### src/rtl/core/rtte_pkg.sv
`default_nettype none
package rtte_pkg;

  localparam logic [8:0] GAIN_ONE = 9'd256;

  localparam logic [2:0] REG_ALPHA = 3'd0;
  localparam logic [2:0] REG_BETA = 3'd1;
  localparam logic [2:0] REG_VAR_MULT = 3'd2;
  localparam logic [2:0] REG_GRANULARITY = 3'd3;
  localparam logic [2:0] REG_RTO_FLOOR = 3'd4;
  localparam logic [2:0] REG_RTO_CEILING = 3'd5;

  localparam logic [8:0] ALPHA_RESET = 9'd32;
  localparam logic [8:0] BETA_RESET = 9'd64;
  localparam logic [3:0] VAR_MULT_RESET = 4'd4;
  localparam logic [15:0] GRANULARITY_RESET = 16'd1;
  localparam logic [15:0] RTO_FLOOR_RESET = 16'd200;
  localparam logic [15:0] RTO_CEILING_RESET = 16'd60000;

  typedef enum logic [3:0] {
    ST_IDLE,
    ST_INIT,
    ST_VAR_OLD,
    ST_VAR_NEW,
    ST_SRTT_OLD,
    ST_SRTT_NEW,
    ST_TERM,
    ST_SUM,
    ST_CLAMP
  } state_t;

  typedef enum logic [2:0] {
    OP_VAR_OLD,
    OP_VAR_NEW,
    OP_SRTT_OLD,
    OP_SRTT_NEW,
    OP_TERM
  } mac_op_t;

  typedef struct packed {
    logic    in_ready;
    logic    mac_en;
    mac_op_t mac_op;
    logic    init_load;
    logic    var_load;
    logic    srtt_load;
    logic    sum_load;
    logic    out_load;
  } ctrl_t;

endpackage
`default_nettype wire

### src/rtl/core/rtte_mac.sv
`default_nettype none
// Shared multiply-accumulate unit: res = (acc or zero) + a * b.
module rtte_mac (
  input  wire                logic clk,
  input  wire                logic en,
  input  wire rtte_pkg::mac_op_t op,
  input  wire                logic [15:0] var_q,
  input  wire                logic [15:0] diff,
  input  wire                logic [15:0] srtt,
  input  wire                logic [15:0] sample,
  input  wire                logic [8:0]  alpha_sat,
  input  wire                logic [8:0]  beta_sat,
  input  wire                logic [3:0]  k,
  output logic [24:0] res,
  output logic [24:0] acc
);

  logic [8:0]  a_op;
  logic [15:0] b_op;
  logic        add_acc;
  logic [24:0] prod;

  always_comb begin
    a_op = '0;
    b_op = '0;
    add_acc = 1'b0;
    case (op)
      rtte_pkg::OP_VAR_OLD: begin
        a_op = 9'(rtte_pkg::GAIN_ONE - beta_sat);
        b_op = var_q;
      end
      rtte_pkg::OP_VAR_NEW: begin
        a_op = beta_sat;
        b_op = diff;
        add_acc = 1'b1;
      end
      rtte_pkg::OP_SRTT_OLD: begin
        a_op = 9'(rtte_pkg::GAIN_ONE - alpha_sat);
        b_op = srtt;
      end
      rtte_pkg::OP_SRTT_NEW: begin
        a_op = alpha_sat;
        b_op = sample;
        add_acc = 1'b1;
      end
      rtte_pkg::OP_TERM: begin
        a_op = {5'd0, k};
        b_op = var_q;
      end
      default: begin
        a_op = '0;
        b_op = '0;
      end
    endcase
  end

  assign prod = 25'(a_op) * 25'(b_op);
  assign res = (add_acc ? acc : 25'd0) + prod;

  always_ff @(posedge clk) begin
    if (en) begin
      acc <= res;
    end
  end

endmodule
`default_nettype wire

### src/rtl/core/rtte_seq.sv
`default_nettype none
// Sequencer that steps the shared unit through one sample update.
module rtte_seq (
  input  wire  logic clk,
  input  wire  logic rst,
  input  wire  logic in_valid,
  input  wire  logic srtt_zero,
  input  wire  logic out_free,
  output rtte_pkg::ctrl_t ctrl
);

  rtte_pkg::state_t state, state_next;

  always_ff @(posedge clk) begin
    if (rst) begin
      state <= rtte_pkg::ST_IDLE;
    end else begin
      state <= state_next;
    end
  end

  always_comb begin
    state_next = state;
    case (state)
      rtte_pkg::ST_IDLE: begin
        if (in_valid) begin
          state_next = srtt_zero ? rtte_pkg::ST_INIT : rtte_pkg::ST_VAR_OLD;
        end
      end
      rtte_pkg::ST_INIT:     state_next = rtte_pkg::ST_TERM;
      rtte_pkg::ST_VAR_OLD:  state_next = rtte_pkg::ST_VAR_NEW;
      rtte_pkg::ST_VAR_NEW:  state_next = rtte_pkg::ST_SRTT_OLD;
      rtte_pkg::ST_SRTT_OLD: state_next = rtte_pkg::ST_SRTT_NEW;
      rtte_pkg::ST_SRTT_NEW: state_next = rtte_pkg::ST_TERM;
      rtte_pkg::ST_TERM:     state_next = rtte_pkg::ST_SUM;
      rtte_pkg::ST_SUM:      state_next = rtte_pkg::ST_CLAMP;
      rtte_pkg::ST_CLAMP: begin
        if (out_free) begin
          state_next = rtte_pkg::ST_IDLE;
        end
      end
      default: state_next = rtte_pkg::ST_IDLE;
    endcase
  end

  always_comb begin
    ctrl = '0;
    ctrl.mac_op = rtte_pkg::OP_TERM;
    case (state)
      rtte_pkg::ST_IDLE: ctrl.in_ready = 1'b1;
      rtte_pkg::ST_INIT: ctrl.init_load = 1'b1;
      rtte_pkg::ST_VAR_OLD: begin
        ctrl.mac_en = 1'b1;
        ctrl.mac_op = rtte_pkg::OP_VAR_OLD;
      end
      rtte_pkg::ST_VAR_NEW: begin
        ctrl.mac_op = rtte_pkg::OP_VAR_NEW;
        ctrl.var_load = 1'b1;
      end
      rtte_pkg::ST_SRTT_OLD: begin
        ctrl.mac_en = 1'b1;
        ctrl.mac_op = rtte_pkg::OP_SRTT_OLD;
      end
      rtte_pkg::ST_SRTT_NEW: begin
        ctrl.mac_op = rtte_pkg::OP_SRTT_NEW;
        ctrl.srtt_load = 1'b1;
      end
      rtte_pkg::ST_TERM: begin
        ctrl.mac_en = 1'b1;
        ctrl.mac_op = rtte_pkg::OP_TERM;
      end
      rtte_pkg::ST_SUM: ctrl.sum_load = 1'b1;
      rtte_pkg::ST_CLAMP: ctrl.out_load = out_free;
      default: ctrl = '0;
    endcase
  end

endmodule
`default_nettype wire

### src/rtl/core/rtt_estimator_rto_top.sv
// Retransmission timeout estimator after the usual smoothed RTT / variance scheme.
// Input channel (s_tvalid, s_tready, s_tdata) carries one RTT sample in ms per beat.
// Output channel (m_tvalid, m_tready, m_tdata) returns one beat per sample with the
// clamped RTO, the updated smoothed RTT and the updated RTT variance.
// The configuration channel (cfg_valid, cfg_ready, cfg_index, cfg_data) writes the
// gains, the variance multiplier, the granularity and the RTO floor and ceiling.
// It should only be written while no sample is in flight.
// A sample passes from its input beat to its output beat through the states VAR_OLD,
// VAR_NEW, SRTT_OLD, SRTT_NEW, TERM, SUM and CLAMP, or through INIT, TERM, SUM and
// CLAMP when the stored smoothed RTT is zero and the sample is taken as the first.
// The single shared multiply-accumulate unit forms the two products of each average
// and the variance term one after the other under a small sequencer. The input is
// not ready while a sample is being worked on, so one sample is taken at a time.
// A finished result waits in an output register; the input is ready again while it
// waits. If the receiver keeps stalling, the next sample stops at its last step until
// the output register is free, so no result is lost or overwritten.
// Reset is synchronous and active high. It clears the smoothed RTT and the variance,
// restores every configuration register to its default, drops the output beat and
// holds both ready signals low while it is asserted.
`default_nettype none
module rtt_estimator_rto_top (
  input  wire  logic        clk,
  input  wire  logic        rst,
  input  wire  logic        s_tvalid,
  output logic              s_tready,
  input  wire  logic [15:0] s_tdata,   // [15:0] rtt_sample_ms
  output logic              m_tvalid,
  input  wire  logic        m_tready,
  output logic [47:0]       m_tdata,   // [15:0] rto_ms, [31:16] smoothed_rtt_ms,
                                       // [47:32] rtt_variance_ms
  input  wire  logic        cfg_valid,
  output logic              cfg_ready,
  input  wire  logic [2:0]  cfg_index,
  input  wire  logic [15:0] cfg_data
);

  // Configuration registers.
  logic [8:0]  alpha_q8;
  logic [8:0]  beta_q8;
  logic [3:0]  var_multiplier;
  logic [15:0] clock_granularity_ms;
  logic [15:0] rto_floor_ms;
  logic [15:0] rto_ceiling_ms;

  // Estimator state and per-sample working registers.
  logic [15:0] smoothed_rtt;
  logic [15:0] rtt_variance;
  logic [15:0] sample;
  logic [15:0] diff;
  logic [20:0] rto_sum;

  rtte_pkg::ctrl_t ctrl;
  logic        in_accept;
  logic        out_free;
  logic [8:0]  alpha_sat;
  logic [8:0]  beta_sat;
  logic [24:0] mac_res;
  logic [24:0] mac_acc;
  logic [20:0] var_term;
  logic [20:0] rto_low;
  logic [20:0] rto_clamped;

  assign cfg_ready = !rst;
  assign s_tready = ctrl.in_ready && !rst;
  assign in_accept = s_tvalid && s_tready;
  assign out_free = !m_tvalid || m_tready;

  // Gains above one are taken as exactly one so the averages stay in 16 bits.
  assign alpha_sat = (alpha_q8 > rtte_pkg::GAIN_ONE) ? rtte_pkg::GAIN_ONE : alpha_q8;
  assign beta_sat = (beta_q8 > rtte_pkg::GAIN_ONE) ? rtte_pkg::GAIN_ONE : beta_q8;

  always_ff @(posedge clk) begin
    if (rst) begin
      alpha_q8 <= rtte_pkg::ALPHA_RESET;
      beta_q8 <= rtte_pkg::BETA_RESET;
      var_multiplier <= rtte_pkg::VAR_MULT_RESET;
      clock_granularity_ms <= rtte_pkg::GRANULARITY_RESET;
      rto_floor_ms <= rtte_pkg::RTO_FLOOR_RESET;
      rto_ceiling_ms <= rtte_pkg::RTO_CEILING_RESET;
    end else if (cfg_valid && cfg_ready) begin
      case (cfg_index)
        rtte_pkg::REG_ALPHA:       alpha_q8 <= cfg_data[8:0];
        rtte_pkg::REG_BETA:        beta_q8 <= cfg_data[8:0];
        rtte_pkg::REG_VAR_MULT:    var_multiplier <= cfg_data[3:0];
        rtte_pkg::REG_GRANULARITY: clock_granularity_ms <= cfg_data;
        rtte_pkg::REG_RTO_FLOOR:   rto_floor_ms <= cfg_data;
        rtte_pkg::REG_RTO_CEILING: rto_ceiling_ms <= cfg_data;
        default: ;
      endcase
    end
  end

  rtte_seq u_seq (
    .clk       (clk),
    .rst       (rst),
    .in_valid  (s_tvalid),
    .srtt_zero (smoothed_rtt == 16'd0),
    .out_free  (out_free),
    .ctrl      (ctrl)
  );

  rtte_mac u_mac (
    .clk       (clk),
    .en        (ctrl.mac_en),
    .op        (ctrl.mac_op),
    .var_q     (rtt_variance),
    .diff      (diff),
    .srtt      (smoothed_rtt),
    .sample    (sample),
    .alpha_sat (alpha_sat),
    .beta_sat  (beta_sat),
    .k         (var_multiplier),
    .res       (mac_res),
    .acc       (mac_acc)
  );

  // The sample and its distance from the old smoothed RTT are captured on the input
  // beat, so both averages below see the values from before this update.
  always_ff @(posedge clk) begin
    if (in_accept) begin
      sample <= s_tdata;
      diff <= (smoothed_rtt > s_tdata) ? (smoothed_rtt - s_tdata) : (s_tdata - smoothed_rtt);
    end
  end

  always_ff @(posedge clk) begin
    if (rst) begin
      smoothed_rtt <= '0;
      rtt_variance <= '0;
    end else if (ctrl.init_load) begin
      smoothed_rtt <= sample;
      rtt_variance <= {1'b0, sample[15:1]};
    end else begin
      if (ctrl.var_load) begin
        rtt_variance <= mac_res[23:8];
      end
      if (ctrl.srtt_load) begin
        smoothed_rtt <= mac_res[23:8];
      end
    end
  end

  // K * RTTVAR is below 2^20, so the low 21 bits of the accumulator hold it whole.
  assign var_term = (mac_acc[20:0] > 21'(clock_granularity_ms)) ?
                    mac_acc[20:0] : 21'(clock_granularity_ms);

  always_ff @(posedge clk) begin
    if (ctrl.sum_load) begin
      rto_sum <= 21'(smoothed_rtt) + var_term;
    end
  end

  // Floor first, then ceiling, so the ceiling wins when the two cross.
  assign rto_low = (rto_sum < 21'(rto_floor_ms)) ? 21'(rto_floor_ms) : rto_sum;
  assign rto_clamped = (rto_low > 21'(rto_ceiling_ms)) ? 21'(rto_ceiling_ms) : rto_low;

  always_ff @(posedge clk) begin
    if (rst) begin
      m_tvalid <= 1'b0;
    end else if (ctrl.out_load) begin
      m_tvalid <= 1'b1;
    end else if (m_tready) begin
      m_tvalid <= 1'b0;
    end
  end

  always_ff @(posedge clk) begin
    if (ctrl.out_load) begin
      m_tdata <= {rtt_variance, smoothed_rtt, rto_clamped[15:0]};
    end
  end

endmodule
`default_nettype wire

### config.mk
export PLATFORM = sky130hd
export DESIGN_NAME = rtt_estimator_rto_top
export DESIGN_NICKNAME = d
export VERILOG_FILES = /design/src/rtl/core/rtte_pkg.sv /design/src/rtl/core/rtte_mac.sv /design/src/rtl/core/rtte_seq.sv /design/src/rtl/core/rtt_estimator_rto_top.sv
export SDC_FILE = /design/constraint.sdc
export NUM_CORES = 1
export LEC_CHECK = 0
export ABC_AREA = 1
export BUFFER_PORTS_ARGS = -buffer_cell sky130_fd_sc_hd__buf_2
export CORE_MARGIN = 2
export CORE_UTILIZATION = 60
export DETAILED_ROUTE_END_ITERATION = 16
export PLACE_DENSITY_LB_ADDON = 0.2
export SLEW_MARGIN = 20
export SYNTH_ARGS = -nofsm -noshare
export SYNTH_HDL_FRONTEND = slang
export SYNTH_HIERARCHICAL = 1
export SYNTH_SLANG_ARGS = --single-unit
export TNS_END_PERCENT = 100
### constraint.sdc
create_clock -name clk -period 7.3 [get_ports clk]
set_input_delay 1.46 -clock clk [delete_from_list [all_inputs] [get_ports clk]]
set_output_delay 1.46 -clock clk [all_outputs]
set_load 0.03 [all_outputs]
==> flow_metrics.py, run 1 <==
metrics = {
    "yosys": {
        "synthesis.area_sq_um": 20070,
        "syn_nets": 2861,
        "syn_avg_cell_area_sq_um": 7.864,
        "syn_inst": 2552,
        "ys_warn_count": 6,
    },
    "layout": {
        "multi_input_area_sq_um": 12020,
        "final_common_cell": "nand2_1",
        "final_cell_mix": "nand2_1, inv_1, a21oi_1, nor2_1, ha_1",
        "diodes": 0,
        "fill_cells": 2837,
        "final_area_sq_um": 21880,
        "drive_above_1_share": 0.1327,
        "finalNetCount": 2951,
        "utilization": 0.6692,
        "area_growth_pct": 9.053,
        "regArea_sq_um": 5898,
    },
    "die": {
        "rows": 66,
        "die_h_um": 186.9,
        "die_w_um": 186.9,
        "core-area_sq_um": 32700,
        "start_util": 0.6137,
        "design.portCount": 91,
        "die_area_sq_um": 34930,
    },
    "detailed_routing": {
        "drtPass1Iterations": 8,
        "dr.max_layer_used": "met4",
        "wl_um": 57240,
        "wire_per_inst_um": 18.45,
        "drt-met1-wl_um": 22860,
        "vias_per_cell": 5.678,
        "met2_length_um": 27760,
        "drt-initial-drc-count": 1571,
        "antenna_left": 0,
        "drc": 0,
        "routed-wl-met3_um": 4302,
        "num_vias": 17620,
    },
    "worst_setup_path": {
        "end_kind": "flip-flop",
        "cp_slowest_stage_delay_ns": 0.54,
        "start_kind": "flip-flop",
        "critPathArrivalTime_ns": 7.39,
        "worst-path-buf-inv": 7,
        "cp.required_ns": 7.77,
        "path_max_fanout": 11,
        "path_class": "reg -> reg",
        "critPathTopFamily": "adder cells",
        "cpMaxStageDelayCell": "fa_1",
    },
    "cts": {
        "path_clk_slew_ns": 0.06,
        "clock-sinks": 232,
        "cts_root_buf": "clkbuf_16",
        "ctsHoldBuffers": 0,
        "insertion_delay_ns": 0.55,
        "cts_tree": "done",
        "cts.path.max_buffers": 3,
        "numCtsBuffers": 25,
        "htree_num_levels": 1,
    },
    "timing": {
        "fin_ws_ns": 0.3740,
        "finalSetupViolCount": 0,
        "tightest_slew_ns": 1.079,
        "final-max-slew-violation-count": 0,
        "fmax_ghz": 0.1444,
        "fin_crit_sh": 0.9488,
        "final_hold_viol_count": 0,
        "timing.hold.ws_ns": 0.4706,
        "fin_crit_ns": 6.926,
        "fin_skew_ns": 0.02831,
        "slew_headroom": 0.2796,
    },
    "power_and_ir_drop": {
        "power.density_nw_per_um2": 255.8,
        "intPower_w": 0.003179,
        "seqPwrFrac": 0.329,
        "pwr-share-clk": 0.228,
        "p_comb_frac": 0.443,
        "finalPower_w": 0.005597,
        "leakage_nw": 10.78,
        "p_switching_w": 0.002418,
        "p_sw_frac": 0.4320,
        "vdd_drop_max_mv": 0.2013,
    },
    "grt": {
        "grt_pass1_wl_um": 90410,
        "antenna_found_initial": 0,
        "grt_max_degree": 68,
        "grt.total_usage": 0.3242,
        "grt_pass1_vias": 17180,
        "grt.overflow.total": 0,
    },
    "placement": {
        "io_buffers": 90,
        "dpl.hpwl_um": 45620,
        "pre_cts_ws_ns": 0.1124,
        "placed_area_sq_um": 20900,
        "place_congestion": 0.9645,
    },
    "run": {
        "cap_violations": 0,
    },
    "hold_path": {
        "hold_class": "reg -> reg",
    },
    "outcome": {
        "status": "complete, no violations",
    },
}
-- layout make-up --
type                       count  area share
multi-input combinational   1774      0.5492
inverter                     477     0.08261
timing repair buffer         132     0.03556
tap                          442     0.02527
sequential                   232      0.2695
clock buffer                  38     0.03550
clock inverter                 8    0.002344
-- flip-flops by register name, indices dropped and copies added (netlist names), 16 cells and up --
name / flops
smoothed_rtt: 16
clock_granularity_ms: 16
rto_ceiling_ms: 16
rtt_variance: 16
rto_floor_ms: 16
diff: 16
u_mac/acc: 24
sample: 16
rto_sum: 21
m_tdata: 48
-- power groups by stage --
stage | clock network [W] | logic [W] | registers, W
final | 0.00127 | 0.00248 | 0.00184
after global routing | 0.00133 | 0.00275 | 0.00185
after CTS | 0.00129 | 0.00240 | 0.00184
after detailed placement | 0 | 0.00239 | 0.00186
after global placement | 0 | 0.00234 | 0.00186
after floorplan | 0 | 0.00175 | 0.00174
-- metal layers --
metal  global-route usage  up-vias
met3              0.04296      151
met2               0.5542      762
li1                     -     8377
met5                    0        -
met1               0.4207     8328
met4               0.1218        0
-- timing repair --
item                                    4_1_cts  5_1_grt
endpoints found under the setup margin        0       29
endpoints found under the hold margin         0        0
setup buffers                                 0        4
gates resized for setup                       0       32
-- worst paths after layout --
| path | from | to | slack, ns | cells past startpoint |
|---|---|---|---|---|
| setup / recovery | u_seq/state[2] | smoothed_rtt[7] | 0.37 | 34 |
| hold / removal | rtt_variance[3] | m_tdata[35] | 0.47 | 0 |
| setup reg to reg | u_seq/state[2] | smoothed_rtt[7] | 0.37 | 34 |
| hold reg to reg | rtt_variance[3] | m_tdata[35] | 0.47 | 0 |
-- stage by stage --
step           TNS (ns)  cells
2_1_floorplan         0   2552
3_3_place_gp          0   3053
3_5_place_dp          0   3053
4_1_cts               0   3099
5_1_grt        -0.04814   3103
6_report              0   3103
No activity file was read; power rests on OpenSTA's default activity.
==> run 2: changes to the inputs <==
--- a/config.mk
+++ b/config.mk
@@ -7,9 +7,12 @@
 export LEC_CHECK = 0
 export ABC_AREA = 1
 export BUFFER_PORTS_ARGS = -buffer_cell sky130_fd_sc_hd__buf_2
+export CELL_PAD_IN_SITES_DETAIL_PLACEMENT = 1
+export CELL_PAD_IN_SITES_GLOBAL_PLACEMENT = 2
 export CORE_MARGIN = 2
-export CORE_UTILIZATION = 60
+export CORE_UTILIZATION = 38
 export DETAILED_ROUTE_END_ITERATION = 16
+export GPL_ROUTABILITY_DRIVEN = 1
 export PLACE_DENSITY_LB_ADDON = 0.2
 export SLEW_MARGIN = 20
 export SYNTH_ARGS = -nofsm -noshare
==> run 2 against run 1 <==
  * Register-to-register slack better by 0.02 ns
  * Clock power is 15% higher
  * Worst setup slack better by 0.024 ns
  * Routed wire length is 20% higher
  * Core utilization is 24 points lower
  * Die area is 57% higher
  * Sequential power hardly changed
==> flow_metrics.py, run 2 (same netlist as run 1, synthesis figures left out) <==
metrics = {
    "layout": {
        "top_regs": "m_tdata (48), u_mac/acc (24), rto_sum (21)",
        "final_cells": 3364,
        "regMostFlops": "m_tdata",
        "drive_above_1_share": 0.1398,
        "final_cell_mix": "nand2_1, inv_1, a21oi_1, nor2_1, ha_1",
        "final_common_cell": "nand2_1",
        "largest_reg_flops": 48,
        "finalNetCount": 2962,
        "area_growth_pct": 11.93,
    },
    "worst_setup_path": {
        "cpMaxStageDelayCell": "fa_1",
        "r2r_slack_ns": 0.40,
        "critPathTopFamily": "adder cells",
        "end_kind": "flip-flop",
        "reg2reg_from": "u_seq/state[1]",
        "path_class": "reg -> reg",
        "cp.required_ns": 7.80,
        "startpoint": "u_seq/state[1]",
        "cp_slowest_stage_delay_ns": 0.51,
        "start_kind": "flip-flop",
        "crit_end": "smoothed_rtt[9]",
        "r2r-end": "smoothed_rtt[9]",
        "worstRegToRegCells": 32,
        "worst-path-stages": 32,
        "path_max_fanout": 8,
        "critPathArrivalTime_ns": 7.40,
        "worst-path-buf-inv": 6,
    },
    "grt": {
        "grt_max_degree": 62,
        "grt_pass1_vias": 18550,
        "grt.overflow.total": 0,
        "grt_pass1_wl_um": 105500,
        "grt.total_usage": 0.2523,
        "antenna_found_initial": 0,
    },
    "placement": {
        "placedCellCount": 3302,
        "dpl.hpwl_um": 55860,
        "io_buffers": 90,
        "place_congestion": 0.8989,
        "pre_cts_ws_ns": -0.05378,
    },
    "timing": {
        "fmax_ghz": 0.1449,
        "fin_ws_ns": 0.3984,
        "final_hold_viol_count": 0,
        "finalSetupViolCount": 0,
        "final-max-slew-violation-count": 0,
        "slew_headroom": 0.2868,
        "fin_skew_ns": 0.01435,
        "tightest_slew_ns": 1.069,
        "timing.hold.ws_ns": 0.4857,
        "fin_crit_sh": 0.9454,
        "fin_crit_ns": 6.902,
        "tns_ns": 0,
    },
    "die": {
        "die_h_um": 233.8,
        "start_util": 0.3834,
        "die_area_sq_um": 54660,
        "core-area_sq_um": 52340,
        "die_w_um": 233.8,
        "design.portCount": 91,
        "rows": 84,
    },
    "power_and_ir_drop": {
        "finalPower_w": 0.005916,
        "leakage_nw": 10.88,
        "vdd_drop_max_mv": 0.1487,
        "power.density_nw_per_um2": 263.4,
    },
    "detailed_routing": {
        "drt-initial-drc-count": 834,
        "drtPass1Iterations": 5,
        "wire_per_inst_um": 20.38,
        "num_vias": 17460,
        "wl_um": 68560,
        "vias_per_cell": 5.189,
        "antenna_left": 0,
        "drc": 0,
    },
    "cts": {
        "path_clk_slew_ns": 0.06,
        "cts_root_buf": "clkbuf_16",
        "cts.path.max_buffers": 3,
        "numCtsBuffers": 28,
        "insertion_delay_ns": 0.56,
        "htree_num_levels": 1,
        "cts_tree": "done",
        "clock-sinks": 232,
    },
    "run": {
        "cap_violations": 0,
    },
    "outcome": {
        "status": "complete, no violations",
    },
    "hold_path": {
        "hold_class": "reg -> reg",
    },
}
run 2: cell count changes in the layout (fill, tap and decap cells not counted), sizes merged, moves of 2 or more:
| cell | before | now |
|---|---|---|
| buf | 132 | 139 |
| clkbuf | 38 | 44 |
| inv | 481 | 477 |
| bufinv | 0 | 2 |
run 2: cell type report:
cell class	count	area, sq um
fillers	6435	29880
multi-input cells	1775	12100
flip-flops and latches	232	5899
inverters	477	1819
clock buffers	44	864.6
well taps	688	860.8
repair buffers	139	822.0
clock inverters	8	95.09
diodes	1	2.502
run 2: how the worst min path moves through the flow:
stage / startpoint / end / slack, ns / cells after the start
after floorplan: rtt_variance[0] / m_tdata[32] / 0.43 / 0
after global placement: rtt_variance[15] / m_tdata[47] / 0.46 / 0
after detailed placement: rtt_variance[15] / m_tdata[47] / 0.45 / 0
after CTS: rtt_variance[15] / m_tdata[47] / 0.48 / 0
after global routing: rtt_variance[15] / m_tdata[47] / 0.49 / 0
final: clock_granularity_ms[2] / clock_granularity_ms[2] / 0.49 / 2
run 2: stage by stage:
step	area, sq um	utilization
global route	22460	0.4291
floorplan	20070	-
global placement	21230	0.4056
CTS	22200	0.4242
finish	22460	0.4292
detailed placement	21230	0.4056
run 2: tightest hold or removal path, stage by stage (launching register included):
cell     delay (ns)
dfxtp_1        0.31
inv_1          0.07
a21oi_1        0.06
run 2: where the power goes:
part / switching, W / internal, W / total (W)
Sequential: 0.000234 / 0.00162 / 0.00186
Clock: 0.000575 / 0.000882 / 0.00146
Combinational: 0.00176 / 0.000847 / 0.00260
Total: 0.00256 / 0.00335 / 0.00592
run 2: repair_timing:
| action | CTS | global route |
|---|---|---|
| gates cloned | 0 | 1 |
| endpoints found under the hold margin | 0 | 0 |
| endpoints found under the setup margin | 5 | 44 |
| resized for setup | 3 | 52 |
| pin swaps | 0 | 9 |
| setup buffers | 0 | 8 |
| hold buffers | 0 | 0 |
run 2: per-layer routing:
metal | vias up | wire length [um] | GRT usage
li1 | 8412 | - | -
met1 | 8675 | 30650 | 0.3228
met2 | 273 | 33830 | 0.4497
met3 | 96 | 2219 | 0.02797
met4 | 0 | 1866 | 0.06824
met5 | - | 0 | 0
==> run 3: changes to the inputs <==
--- a/config.mk
+++ b/config.mk
@@ -13,7 +13,7 @@
 export CORE_UTILIZATION = 38
 export DETAILED_ROUTE_END_ITERATION = 16
 export GPL_ROUTABILITY_DRIVEN = 1
-export PLACE_DENSITY_LB_ADDON = 0.2
+export PLACE_DENSITY_LB_ADDON = 0.1
 export SLEW_MARGIN = 20
 export SYNTH_ARGS = -nofsm -noshare
 export SYNTH_HDL_FRONTEND = slang
==> run 3 against run 2 <==
  * Non-clock buffer count up 12
  * Sequential power about the same
  * Final cell count grew 0.39%
  * Die area unchanged
  * Sequential cell count did not move
==> flow_metrics.py, run 3 (same netlist as run 1, synthesis figures left out) <==
metrics = {
    "outcome": {
        "status": "complete, no violations",
    },
    "timing": {
        "final_hold_viol_count": 0,
        "fmax_ghz": 0.1437,
        "fin_crit_ns": 6.960,
        "tightest_slew_ns": 1.054,
        "fin_crit_sh": 0.9534,
        "final-max-slew-violation-count": 0,
        "fin_skew_ns": 0.03354,
        "finalSetupViolCount": 0,
        "slew_headroom": 0.2944,
    },
    "layout": {
        "diodes": 0,
        "area_growth_pct": 12.18,
        "drive_above_1_share": 0.1435,
        "fill_cells": 6394,
        "final_cells": 3377,
        "finalNetCount": 2976,
        "regArea_sq_um": 5899,
        "final_common_cell": "nand2_1",
        "final_cell_mix": "nand2_1, inv_1, a21oi_1, nor2_1, ha_1",
        "multi_input_area_sq_um": 12100,
        "final_area_sq_um": 22510,
        "regMostFlops": "m_tdata",
        "top_regs": "m_tdata (48), u_mac/acc (24), rto_sum (21)",
        "largest_reg_flops": 48,
    },
    "grt": {
        "grt.total_usage": 0.2548,
        "met1_usage": 0.3344,
        "grt.overflow.total": 0,
        "gr-usage-met3": 0.02347,
        "use_met2": 0.4506,
        "grt_max_degree": 71,
        "busiest_layer": "met2",
        "grt_pass1_wl_um": 107000,
        "grt_pass1_vias": 18400,
        "antenna_found_initial": 0,
    },
    "worst_setup_path": {
        "end_kind": "flip-flop",
        "start_kind": "flip-flop",
        "path_max_fanout": 8,
        "critPathArrivalTime_ns": 7.45,
        "cp_slowest_stage_delay_ns": 0.56,
        "path_class": "reg -> reg",
        "cp.required_ns": 7.79,
        "cpMaxStageDelayCell": "fa_1",
        "crit_top_cell": "nand2_1",
    },
    "die": {
        "die_w_um": 233.8,
        "start_util": 0.3834,
        "design.portCount": 91,
        "die_h_um": 233.8,
        "rows": 84,
        "die_area_sq_um": 54660,
        "core-area_sq_um": 52340,
    },
    "placement": {
        "io_buffers": 90,
        "placedCellCount": 3305,
        "dpl.hpwl_um": 55940,
        "placed_area_sq_um": 21250,
        "place_congestion": 0.9154,
    },
    "detailed_routing": {
        "drtPass1Iterations": 4,
        "antenna_left": 0,
        "wl_um": 69350,
        "wire_per_inst_um": 20.54,
        "vias_per_cell": 5.212,
        "drc": 0,
        "drt-initial-drc-count": 946,
        "num_vias": 17600,
    },
    "power_and_ir_drop": {
        "power.density_nw_per_um2": 262.2,
        "vdd_drop_max_mv": 0.1417,
        "leakage_nw": 10.91,
    },
    "cts": {
        "cts.path.max_buffers": 3,
        "clock-sinks": 232,
        "htree_num_levels": 1,
        "path_clk_slew_ns": 0.06,
        "insertion_delay_ns": 0.58,
        "numCtsBuffers": 29,
        "ctsHoldBuffers": 0,
        "cts_tree": "done",
        "cts_root_buf": "clkbuf_16",
    },
    "hold_path": {
        "hold_class": "reg -> reg",
    },
    "run": {
        "cap_violations": 0,
    },
}
==> run 3: final cells by class <==
class                           instances  area share
Multi-Input combinational cell       1776      0.5376
Sequential cell                       232      0.2621
Inverter                              477     0.08042
Timing Repair Buffer                  151     0.04124
Tap cell                              688     0.03824
Clock buffer                           46     0.03641
Clock inverter                          7    0.004057
==> run 3: where the power goes <==
| group | switching, W | internal [W] |
|---|---|---|
| Sequential | 0.000236 | 0.00162 |
| Clock | 0.000579 | 0.000836 |
| Combinational | 0.00176 | 0.000874 |
==> run 3: what timing repair did <==
| item | CTS | global route |
|---|---|---|
| setup buffers | 0 | 17 |
| setup endpoints to repair | 8 | 46 |
| cloned | 0 | 2 |
| pin swaps | 0 | 9 |
| resized for setup | 5 | 49 |
==> run 3: final timing paths <==
| path | start | slack (ns) | cells after the start | end |
|---|---|---|---|---|
| setup / recovery | u_seq/state[2] | 0.34 | 36 | smoothed_rtt[10] |
| hold / removal | rtt_variance[15] | 0.48 | 0 | m_tdata[47] |
| setup reg to reg | u_seq/state[2] | 0.34 | 36 | smoothed_rtt[10] |
| hold reg to reg | rtt_variance[15] | 0.48 | 0 | m_tdata[47] |
==> run 3: metrics by stage <==
stage / setup WS, ns / setup TNS (ns) / total power, W / util / hold WS, ns
4_1_cts: 0.01930 / 0 / 0.005849 / 0.4239 / 0.4833
2_1_floorplan: 0.4923 / 0 / 0.003493 / - / 0.4256
5_1_grt: -0.06036 / -0.2504 / 0.006306 / 0.4301 / 0.5054
3_3_place_gp: 0.1921 / 0 / 0.004342 / 0.4060 / 0.4639
6_report: 0.3400 / 0 / 0.005903 / 0.4301 / 0.4817
3_5_place_dp: -0.02770 / -0.02770 / 0.004400 / 0.4060 / 0.4581
==> run 3: metal layers <==
metal	share of wire	vias up	wire length, um
li1	-	8434	-
met1	0.45	8812	31160
met2	0.50	276	34710
met3	0.026	78	1805
met4	0.024	0	1671
met5	0	-	0
==> run 3: worst max-delay path, delay by kind of cell (launching register included) <==
kind / cells / cell delay (ns)
compound gates: 2 / 0.35
fa+ha+maj: 7 / 3.15
buf+inv: 7 / 0.67
flops: 1 / 0.36
simple gates: 20 / 2.36
